File: src/rtl/core/tapm_pkg.sv
// Shared types and constants of the attitude PID and motor mixer block.
`default_nettype none

package tapm_pkg;

    localparam int NUM_AXES = 3;
    localparam int AX_ROLL  = 0;
    localparam int AX_PITCH = 1;
    localparam int AX_YAW   = 2;

    localparam int ERR_W   = 20;
    localparam int DRIVE_W = 16;
    localparam int GAIN_W  = 16;
    localparam int LIMIT_W = 15;
    localparam int MOTOR_W = 7;
    localparam int ANGLE_W = 17;
    localparam int RAW_W   = 16;
    localparam int REG_IDX_W = 3;

    typedef logic signed [ERR_W-1:0]   err_t;
    typedef logic signed [DRIVE_W-1:0] drive_t;

    // Configuration register indexes
    localparam logic [REG_IDX_W-1:0] REG_RP_KP    = 3'd0;
    localparam logic [REG_IDX_W-1:0] REG_RP_KI    = 3'd1;
    localparam logic [REG_IDX_W-1:0] REG_RP_KD    = 3'd2;
    localparam logic [REG_IDX_W-1:0] REG_YAW_KP   = 3'd3;
    localparam logic [REG_IDX_W-1:0] REG_YAW_KI   = 3'd4;
    localparam logic [REG_IDX_W-1:0] REG_YAW_KD   = 3'd5;
    localparam logic [REG_IDX_W-1:0] REG_DRV_LIM  = 3'd6;
    localparam logic [REG_IDX_W-1:0] REG_INT_LIM  = 3'd7;

    typedef struct packed {
        logic [GAIN_W-1:0] kp;
        logic [GAIN_W-1:0] ki;
        logic [GAIN_W-1:0] kd;
    } gains_t;

    typedef struct packed {
        gains_t             rp;
        gains_t             yaw;
        logic [LIMIT_W-1:0] drive_limit;
        logic [LIMIT_W-1:0] integ_limit;
    } cfg_t;

    localparam cfg_t CFG_RESET = '{
        rp:          '{kp: 16'd0,   ki: 16'd0, kd: 16'd1280},
        yaw:         '{kp: 16'd256, ki: 16'd3, kd: 16'd0},
        drive_limit: 15'd17920,
        integ_limit: 15'd7680
    };

    typedef struct packed {
        logic [MOTOR_W-1:0] a;
        logic [MOTOR_W-1:0] b;
        logic [MOTOR_W-1:0] c;
        logic [MOTOR_W-1:0] d;
    } motors_t;

    // Errors seen before any radio beat: measured zero against a stick-zero setpoint
    localparam err_t ROLL_ERR_RESET  = 20'sd2560;
    localparam err_t PITCH_ERR_RESET = 20'sd2560;
    localparam err_t YAW_ERR_RESET   = 20'sd0;

endpackage

`default_nettype wire

File: src/rtl/core/tapm_cfg_regs.sv
// Configuration register file: gains and clamp limits.
`default_nettype none

module tapm_cfg_regs
    import tapm_pkg::*;
(
    input  logic                 clk,
    input  logic                 rst_n,
    input  logic                 cfg_valid,
    output logic                 cfg_ready,
    input  logic [REG_IDX_W-1:0] cfg_index,
    input  logic [GAIN_W-1:0]    cfg_data,
    output cfg_t                 cfg
);

    cfg_t cfg_reg;

    assign cfg_ready = 1'b1;
    assign cfg       = cfg_reg;

    always_ff @(posedge clk or negedge rst_n)
    begin
        if (!rst_n)
        begin
            cfg_reg <= CFG_RESET;
        end
        else if (cfg_valid)
        begin
            unique case (cfg_index)
                REG_RP_KP:   cfg_reg.rp.kp        <= cfg_data;
                REG_RP_KI:   cfg_reg.rp.ki        <= cfg_data;
                REG_RP_KD:   cfg_reg.rp.kd        <= cfg_data;
                REG_YAW_KP:  cfg_reg.yaw.kp       <= cfg_data;
                REG_YAW_KI:  cfg_reg.yaw.ki       <= cfg_data;
                REG_YAW_KD:  cfg_reg.yaw.kd       <= cfg_data;
                REG_DRV_LIM: cfg_reg.drive_limit  <= cfg_data[LIMIT_W-1:0];
                REG_INT_LIM: cfg_reg.integ_limit  <= cfg_data[LIMIT_W-1:0];
                default:     cfg_reg              <= cfg_reg;
            endcase
        end
    end

endmodule

`default_nettype wire

File: config.mk
export PLATFORM = sky130hd
export DESIGN_NAME = tapm_cfg_regs
export DESIGN_NICKNAME = d
export VERILOG_FILES = /design/src/rtl/core/tapm_pkg.sv /design/src/rtl/core/tapm_cfg_regs.sv
export SDC_FILE = /design/constraint.sdc
export NUM_CORES = 1
export LEC_CHECK = 0
export ABC_CLOCK_PERIOD_IN_PS = 1200
export BUFFER_PORTS_ARGS = -buffer_cell sky130_fd_sc_hd__clkbuf_2
export CELL_PAD_IN_SITES_DETAIL_PLACEMENT = 0
export CELL_PAD_IN_SITES_GLOBAL_PLACEMENT = 1
export CORE_ASPECT_RATIO = 0.8
export CORE_UTILIZATION = 45
export CTS_BUF_LIST = sky130_fd_sc_hd__clkbuf_16
export DETAILED_ROUTE_END_ITERATION = 7
export HOLD_SLACK_MARGIN = 0.12
export PLACE_DENSITY = 0.86
export SLEW_MARGIN = 25
export SYNTH_ARGS = -nofsm -noshare
export SYNTH_HDL_FRONTEND = slang
export SYNTH_SLANG_ARGS = --single-unit
File: constraint.sdc
create_clock -name clk -period 1.2 [get_ports clk]
set_input_delay 0.24 -clock clk [delete_from_list [all_inputs] [get_ports clk]]
set_output_delay 0.24 -clock clk [all_outputs]
set_load 0.05 [all_outputs]
# Word level (Yosys, flattened, before mapping)

Cells that the tools add are included.

Bits in registers: 126
Input port bits: 22
Word-level logic and storage cells: 24

Equal/unequal tests: 7
Reduce and logical (&&, ||, !) cells: 9

Operators with widths:

| cell                                                 | number |
|---|---|
| AND reduction 2 bit                                  | 8 |
| equality test 3 bit (second input constant)          | 4 |
| equality test 3 x 2 -> 1 bit (second input constant) | 2 |
| equality test 3 x 1 -> 1 bit (second input constant) | 1 |
| logical NOT 3 bit                                    | 1 |

# Logic depth before layout (Yosys ltp)

Gate-level depths: netlist of run 1.

Depth in word-level cells: 2
Mapped depth: 5

# Worst setup path after synthesis of run 1

OpenSTA, ideal clock, no wires.

Path kind: input -> register
Start: input port cfg_index[0]
End: register cfg_reg (netlist bit cfg[116])
Library setup time: 0.125 ns
Data arrival time: 1.331 ns
Required time: 1.075 ns
Setup slack: -0.256 ns
Stages on the path: 4
Path buffers: 2
Cell sequence: buf_6 nor4b_4 buf_8 mux2_4

Longest elaborated chain between the ends: 2

Ends and longest elaborated chain:

| element                       | line                | source |
|---|---|---|
| start, declared               | tapm_cfg_regs.sv:11 | `input logic [REG_IDX_W-1:0] cfg_index,` |
| logical NOT 3 bit             | tapm_cfg_regs.sv:29 | `unique case (cfg_index)` |
| AND reduction 2 bit (no line) | --                  |  |
| end signal, assigned          | tapm_cfg_regs.sv:38 | `default: cfg_reg <= cfg_reg;` |
| end, declared                 | tapm_cfg_regs.sv:16 | `cfg_t cfg_reg;` |

No other way between the ends.
A chain may end at the register's enable or synchronous reset.

# Worst setup path in the final report of run 1

Start: register cfg_reg (netlist bit cfg[12])
End: output port cfg[12] in the netlist's numbering

RTL lines:

| element       | line                | source |
|---|---|---|
| end, declared | tapm_cfg_regs.sv:13 | `output cfg_t cfg` |

No word-level cell between the ends.

==> impl_metrics.tcl, run 1 <==
set metrics [dict create \
    cts_buffers 17 \
    antenna_found_initial 0 \
    io_pins 149 \
    coreArea_um2 10400 \
    type_of_the_most_critical_hold_path "in -> reg" \
    syn-num-nets 299 \
    hold_viol 0 \
    finalWorstPathRequiredPeriod_ps 1380 \
    drt_drc_violations_left 0 \
    failed_checks "setup timing" \
    worst_slack_ps -182 \
    totalWireLength_um 16100 \
    worst_hold_slack_ps 185 \
    worstPathMaxFanout 2 \
    post-layout-total-power_mw 20.4 \
    timing.fmax_ghz 0.724 \
    floorplan.initialDensity 0.470 \
    drtAntennaViolNets 0 \
    clock_skew_after_layout_ps 0 \
    place_hpwl_um 8120 \
    iter_0_drt_violations 163 \
    crit_family "flip-flops" \
    worst_setup_path_start_kind "register" \
    synthDominantAreaCellType "dfrtp_1" \
    largest_register_ffs 126 \
    dieArea_um2 11200 \
    nFillCells 473 \
    rsz0062_at_grt "yes" \
    global_route_wire_length_before_repair_um 22400 \
    fin_util 0.837 \
    ir_worst_vdd_mv 1.35 \
    crit_slowest_cell "dfstp_2" \
    synth.yosys.seq_area_share 0.651 \
    power_per_cell_area_nw_per_um2 2350 \
    timing.critical_path.cells "clkbuf_16" \
    crit_path_end_kind "output port" \
    gpl.final_weighted_congestion 0.723 \
    dieWidth_um 118 \
    drt_pre_antenna_iters 4 \
    dr_total_vias 3429 \
    clock_sink_count 126 \
    synthesis.yosys.warnings 0 \
    final_common_cell "buf_8" \
    p_leak_nw 4.14 \
    final_min_period_over_clock_period 1.15 \
    antenna_cells 0 \
    drive_above_1_share 0.776 \
    setup.worst_path.class "reg -> out" \
    drt-vias-per-instance 5.11 \
    number_of_placement_rows 33 \
    synth_largest_type_area_fraction 0.586 \
    first_global_vias 3750 \
    drv_slew 0 \
    clk_path_buf_depth 2 \
    cp_data_required_time_ps 960 \
    post_synth_instance_area_um2 4870 \
    numPortBuffers 147 \
    data_arrival_time_at_the_worst_slack_endpoint_ps 1140 \
    route.detailed.wl_per_inst_um 24.0 \
    yosysUniqueCellTypes 13 \
    dieHeight_um 95.0 \
    root_buffer "clkbuf_16" \
    critical_path_buf_inv_count 1 \
    cap_violations 0 \
    postSynthAreaPerCell_um2 17.6 \
    clkLatencyLatePin_ps 410 \
    finalNetCount 540 \
    multi_input_comb_area_um2 1790 \
    cts-htree-levels 4 \
    layout_common_cells "buf_8, dfrtp_1, buf_4, mux2_2, mux2_4" \
    number_of_standard_cells_after_synthesis 277 \
    synth.area.top_cells "dfrtp_1, mux2_2, dfstp_2" \
    grtUsageTotal 0.279 \
    synth_seq_cells 126 \
    clock_tree_from_tritoncts "built" \
    clk_pin_slew_ps 60 \
    grt.overflow.total 0 \
    timing.critical_path.slowest_cell_delay_ps 560 \
    regArea_um2 3170 \
    setup_violating_endpoint_count_in_the_final_report 125 \
    grt_max_degree 41 \
    status "finished, violations left" \
    synthToLayoutAreaGrowth_pct 78.3 \
]
-- per-stage QoR --
step / instance area [um^2] / TNS, ps / std cells / setup WS, ps
after floorplan: 5100 / -10530 / 277 / -253
final: 8680 / -4370 / 671 / -182
after CTS: 8290 / -5020 / 639 / -195
after detailed placement: 6200 / -31240 / 568 / -340
after global placement: 6200 / -27600 / 568 / -311
after global routing: 8680 / -7250 / 671 / -201
-- Yosys cell counts --
master / count
buf_2: 7
buf_4: 3
buf_6: 5
buf_8: 1
conb_1: 1
dfrtp_1: 114
dfstp_2: 12
mux2_2: 116
mux2_4: 10
nand4_2: 1
nand4b_2: 3
nor4b_4: 1
nor4bb_1: 3
-- kinds of logic after synthesis --
group | after synthesis | synth area share
DFF | 126 | 0.651
other | 1 | 0.000770
muxes | 126 | 0.299
and+or+nand+nor | 8 | 0.0229
buffers and inverters | 16 | 0.0265
-- final cells by class --
class | count | area share
multi-input combinational | 135 | 0.207
tap | 140 | 0.0202
clock buffer | 17 | 0.0490
sequential | 126 | 0.365
clock inverter | 15 | 0.0180
timing repair buffer | 238 | 0.341
-- timing repair --
action,4_1_cts,5_1_grt
hold buffers,1,0
hold endpoints to repair,115,0
buffers inserted,38,32
resized for setup,262,116
endpoints found under the setup margin,126,126
-- worst paths after layout --
| check | startpoint | end | slack, ps | cells past startpoint |
|---|---|---|---|---|
| setup / recovery | cfg[12] | cfg[12] | -180 | 1 |
| hold / removal | cfg_data[8] | cfg[102] | 180 | 2 |
| setup reg to reg | cfg[92] | cfg[92] | 130 | 3 |
| hold reg to reg | cfg[67] | cfg[67] | 550 | 1 |
| max in group asynchronous | rst_n | cfg[47] | 410 | 3 |
| min in group asynchronous | rst_n | cfg[27] | 230 | 2 |
-- where the power goes --
part	internal, mW	total [mW]	leakage [nW]	switching, mW
sequential	5.27	6.24	1.49	0.977
clock	3.22	5.14	0.296	1.92
combinational	4.26	9.00	2.35	4.74
-- per-layer routing --
metal  part of all wire  global-route usage  vias to the layer above
met4              0.016               0.116                        0
met5                  0                   0                        -
met2               0.55               0.508                      118
li1                   -                   -                     1469
met3              0.045              0.0688                       21
met1               0.39               0.319                     1821
Note: power is estimated with default switching activity, not from simulation.
==> inputs of run 2 (changes only) <==
ABC_CLOCK_PERIOD_IN_PS = 1300   (was 1200)
CORE_UTILIZATION = 42   (was 45)
GPL_TIMING_DRIVEN = 0   (was not set)
PLACE_DENSITY = 0.81   (was 0.86)
RECOVER_POWER = 100   (was not set)
clock period = 1.3 ns   (was 1.2 ns; I/O delays follow)
==> run 2 against run 1 <==
The flow still finishes with violations (setup timing). Critical path depth unchanged. Total power shrank 25%. Non-clock buffer count fell by 75. Wire length shrank 30%. Setup slack improved by 100 ps. Die area rose by 7.0%. Clock-buffer cell count is the same. Via count shrank 14%. Critical endpoint is now cfg[47]. Largest power group unchanged. Highest routed layer unchanged.
==> impl_metrics.tcl, run 2 (same netlist as run 1, synthesis figures left out) <==
set metrics [dict create \
    status "finished, violations left" \
    failed_checks "setup timing" \
    iter_0_drt_violations 74 \
    clk_path_buf_depth 2 \
    route.detailed.wl_per_inst_um 18.9 \
    grt.overflow.total 0 \
    post-layout-total-power_mw 15.3 \
    cap_violations 0 \
    final_common_cell "dfrtp_1" \
    io_pins 149 \
    type_of_the_most_critical_hold_path "in -> reg" \
    finalWorstPathRequiredPeriod_ps 1380 \
    drive_above_1_share 0.689 \
    grt_max_degree 71 \
    totalWireLength_um 11300 \
    cp_data_required_time_ps 1040 \
    cts_buffers 17 \
    floorplan.initialDensity 0.440 \
    critical_path_buf_inv_count 1 \
    hold-path-endpoint "cfg[125]" \
    rsz0062_at_grt "yes" \
    timing.critical_path.cells "clkbuf_16" \
    power_per_cell_area_nw_per_um2 2230 \
    place_hpwl_um 7540 \
    clock_sink_count 126 \
    cts-htree-levels 4 \
    drt_pre_antenna_iters 5 \
    clock_skew_after_layout_ps 0 \
    worstPathMaxFanout 2 \
    timing.fmax_ghz 0.725 \
    crit_path_end_kind "output port" \
    first_global_vias 3171 \
    reg2reg_setup_slack_ps 450 \
    timing.reg2reg.worst_path_depth 2 \
    grtUsageTotal 0.203 \
    layout_common_cells "dfrtp_1, mux2_2, clkbuf_4, mux2_4, clkbuf_16" \
    drt_drc_violations_left 0 \
    crit_slowest_cell "dfstp_2" \
    dieWidth_um 122 \
    largest_register_ffs 126 \
    drv_slew 0 \
    dieArea_um2 12000 \
    clkLatencyLatePin_ps 400 \
    hold_viol 0 \
    hold_path_depth 2 \
    regToRegEndpoint "cfg[86]" \
    setup_violating_endpoint_count_in_the_final_report 12 \
    global_route_wire_length_before_repair_um 18000 \
    dr_total_vias 2953 \
    drt-vias-per-instance 4.92 \
    nFillCells 880 \
    ir_worst_vdd_mv 1.59 \
    root_buffer "clkbuf_16" \
    worstHoldStart "cfg_data[15]" \
    number_of_placement_rows 34 \
    worst_hold_slack_ps 200 \
    multi_input_comb_area_um2 1610 \
    synthToLayoutAreaGrowth_pct 40.7 \
    finalNetCount 465 \
    antenna_found_initial 0 \
    setup.worst_path.class "reg -> out" \
    drtAntennaViolNets 0 \
    clock_tree_from_tritoncts "built" \
    fin_util 0.619 \
    numPortBuffers 143 \
    clk_pin_slew_ps 50 \
    worst_slack_ps -79.1 \
    timing.setup.tns_ps -825 \
    worst_setup_path_start_kind "register" \
    crit_family "flip-flops" \
    antenna_cells 0 \
    coreArea_um2 11100 \
    final_min_period_over_clock_period 1.06 \
    regArea_um2 3170 \
    dieHeight_um 98.3 \
    critical_path.reg2reg.startpoint "cfg[86]" \
    gpl.final_weighted_congestion 0.723 \
    post-place-ws_ps -443 \
    timing.critical_path.slowest_cell_delay_ps 550 \
    p_leak_nw 3.24 \
    data_arrival_time_at_the_worst_slack_endpoint_ps 1120 \
]
-- run 2: worst max path at each step --
stage	from	to	cells past startpoint
after floorplan	cfg_index[1]	cfg[116]	4
after detailed placement	cfg_index[1]	cfg[122]	4
final	cfg[47]	cfg[47]	1
after global routing	cfg[47]	cfg[47]	1
after CTS	cfg[47]	cfg[47]	1
after global placement	rst_n	cfg[110]	1
-- run 2: metrics by stage --
stage,area [um^2],cells
finish,6850,600
floorplan,5010,277
global placement,5910,564
detailed placement,5950,565
global route,6850,600
CTS,6880,600
-- run 2: power by group --
| group | switching, mW | total [mW] | internal [mW] | leakage [nW] |
|---|---|---|---|---|
| registers | 0.511 | 5.37 | 4.86 | 1.49 |
| clock network | 1.59 | 3.95 | 2.35 | 0.265 |
| logic | 3.95 | 5.97 | 2.02 | 1.48 |
| total | 6.05 | 15.3 | 9.24 | 3.24 |
-- run 2: repair_timing --
action / 4_1_cts / 5_1_grt
buffers inserted: 2 / 0
pin swaps: 1 / 0
endpoints found under the setup margin: 93 / 65
resized for setup: 107 / 79
cloned: 0 / 0
hold buffers: 1 / 0
hold endpoints to repair: 48 / 0
-- run 2: layout make-up --
| type | instances | area share |
|---|---|---|
| well taps | 144 | 0.0263 |
| plain buffers | 16 | 0.0210 |
| flip-flops and latches | 126 | 0.463 |
| clock inverters | 15 | 0.0100 |
| clock buffers | 17 | 0.0621 |
| repair buffers | 147 | 0.182 |
| multi-input cells | 135 | 0.236 |
-- run 2: per-layer routing --
metal  vias up  wire length (um)  track usage
li1       1321                 -            -
met1      1532              5200        0.274
met2        89              5470        0.315
met3        11               533       0.0602
met4         0               123       0.0629
met5         -                 0            0
==> inputs of run 3 (changes only) <==
PLACE_DENSITY = 0.85   (was 0.81)
==> run 3 against run 2 <==
The run still ends with setup timing left. Design area increased by 0.95%. Setup slack got worse by 12 ps. Critical path depth unchanged. Final cell count increased by 0.50%. Non-clock buffer count increased by 3. Clock skew is the same. Core utilization grew 0.59 points. Via count rose by 1.3%. Register-to-register slack lost 90 ps. Clock power is 5% higher. Critical path type unchanged. Critical endpoint unchanged. Largest power group unchanged. Highest routed layer unchanged.
==> impl_metrics.tcl, run 3 (same netlist as run 1, synthesis figures left out) <==
set metrics [dict create \
    failed_checks "setup timing" \
    cts-htree-levels 4 \
    clock_sink_count 126 \
    worstHoldStart "cfg_data[15]" \
    max_slew_margin 0.621 \
    timing.critical_path.cells "clkbuf_16" \
    post-place-ws_ps -474 \
    crit_path_end_kind "output port" \
    critical_path_buf_inv_count 1 \
    timing.critical_path.slowest_cell_delay_ps 560 \
    regToRegEndpoint "cfg[86]" \
    finalNetCount 468 \
    drtAntennaViolNets 0 \
    p_leak_nw 3.27 \
    dpl_cell_area_um2 5950 \
    power.switching_fraction 0.390 \
    floorplan.initialDensity 0.440 \
    p_comb_frac 0.389 \
    finalInstanceArea_um2 6910 \
    coreArea_um2 11100 \
    grtUsageTotal 0.208 \
    data_arrival_time_at_the_worst_slack_endpoint_ps 1130 \
    route.detailed.wl_per_inst_um 19.1 \
    dieArea_um2 12000 \
    worst_hold_slack_ps 195 \
    antenna_cells 0 \
    finalWorstPathRequiredPeriod_ps 1390 \
    hold-path-endpoint "cfg[45]" \
    crit_family "flip-flops" \
    timing.reg2reg.worst_path_depth 3 \
    internal_power_mw 9.48 \
    pwr-share-clk 0.266 \
    worst_slack_ps -90.7 \
    drive_above_1_share 0.704 \
    clk_pin_slew_ps 60 \
    hold_viol 0 \
    post-layout-total-power_mw 15.5 \
    io_pins 149 \
    clock_skew_after_layout_ps 0 \
    fin_util 0.625 \
    clk_path_buf_depth 2 \
    gpl.final_weighted_congestion 0.713 \
    power_per_cell_area_nw_per_um2 2250 \
    clkLatencyLatePin_ps 400 \
    ir_worst_vdd_mv 1.19 \
    final_min_period_over_clock_period 1.07 \
    fin_cells 603 \
    hold_path_depth 2 \
    timing.fmax_ghz 0.719 \
    root_buffer "clkbuf_16" \
    grt_max_degree 73 \
    dr_total_vias 2990 \
    critical_path.reg2reg.startpoint "cfg[86]" \
    grt.overflow.total 0 \
    first_global_vias 3155 \
    worstMarginPinSlew_ps 569 \
    place_hpwl_um 7620 \
    number_of_placement_rows 34 \
    drt_drc_violations_left 0 \
    totalWireLength_um 11500 \
    dieWidth_um 122 \
    dpl.cell_count 565 \
    cts_buffers 17 \
    iter_0_drt_violations 106 \
    reg2reg_setup_slack_ps 360 \
    rsz0062_at_grt "yes" \
    seqPwrFrac 0.346 \
    status "finished, violations left" \
    cap_violations 0 \
    net-switching-power_mw 6.06 \
    synthToLayoutAreaGrowth_pct 42.0 \
    type_of_the_most_critical_hold_path "in -> reg" \
    worst_setup_path_start_kind "register" \
    cp_data_required_time_ps 1040 \
    timing.setup.tns_ps -875 \
    drt-vias-per-instance 4.96 \
    drt_pre_antenna_iters 4 \
    largest_register_ffs 126 \
    numPortBuffers 143 \
    setup_violating_endpoint_count_in_the_final_report 21 \
    global_route_wire_length_before_repair_um 18300 \
    crit_slowest_cell "dfstp_2" \
    setup.worst_path.class "reg -> out" \
    layout_common_cells "dfrtp_1, clkbuf_4, mux2_2, mux2_4, clkbuf_16" \
    clock_tree_from_tritoncts "built" \
    dieHeight_um 98.3 \
    worstPathMaxFanout 2 \
    drv_slew 0 \
    antenna_found_initial 0 \
    final_common_cell "dfrtp_1" \
]
==> run 3: cell types whose count changed in the layout (fill, tap and decap cells not counted), moves of 2 or more <==
| cell | previous run | this run |
|---|---|---|
| clkbuf_16 | 29 | 26 |
| buf_8 | 5 | 8 |
| clkinv_2 | 6 | 4 |
| buf_4 | 13 | 16 |
| clkbuf_2 | 23 | 21 |
| mux2_1 | 9 | 0 |
| buf_2 | 17 | 11 |
| mux2_4 | 30 | 39 |
| clkbuf_4 | 86 | 93 |
==> run 3: power groups by stage <==
stage	Sequential [mW]	Combinational, mW	Clock (mW)
after CTS	5.37	5.99	4.21
final	5.37	6.04	4.13
after global routing	5.48	6.25	4.41
after floorplan	8.43	1.02	0
after global placement	5.33	5.32	0
after detailed placement	5.39	5.40	0
==> run 3: cell type report <==
| cell class | count | area [um^2] |
|---|---|---|
| Buffer | 16 | 145 |
| Clock buffer | 17 | 425 |
| Clock inverter | 15 | 91.3 |
| Fill cell | 857 | 4150 |
| Multi-Input combinational cell | 135 | 1650 |
| Sequential cell | 126 | 3170 |
| Tap cell | 144 | 180 |
| Timing Repair Buffer | 150 | 1260 |
==> run 3: layer usage <==
metal	GRT usage	wire length, um	vias up
li1	-	-	1326
met5	0	0	-
met4	0.0929	119	0
met2	0.328	5710	84
met1	0.276	5160	1570
met3	0.0456	536	10
==> run 3: repair_timing <==
| item | in CTS | in global routing |
|---|---|---|
| setup endpoints to repair | 105 | 53 |
| pin swaps | 1 | 0 |
| cloned | 0 | 0 |
| setup buffers | 4 | 1 |
| hold endpoints to repair | 65 | 0 |
| gates resized for setup | 116 | 66 |
| hold buffers | 1 | 0 |
==> run 3: worst max path at each step <==
stage                       startpoint       end  slack [ps]  cells past startpoint
after floorplan           cfg_index[1]  cfg[116]        -170                      4
after global placement           rst_n   cfg[54]       -1810                      1
after detailed placement  cfg_index[1]  cfg[116]        -470                      4
after CTS                      cfg[10]   cfg[10]         -90                      1
after global routing           cfg[47]   cfg[47]        -120                      1
final                          cfg[47]   cfg[47]         -90                      1
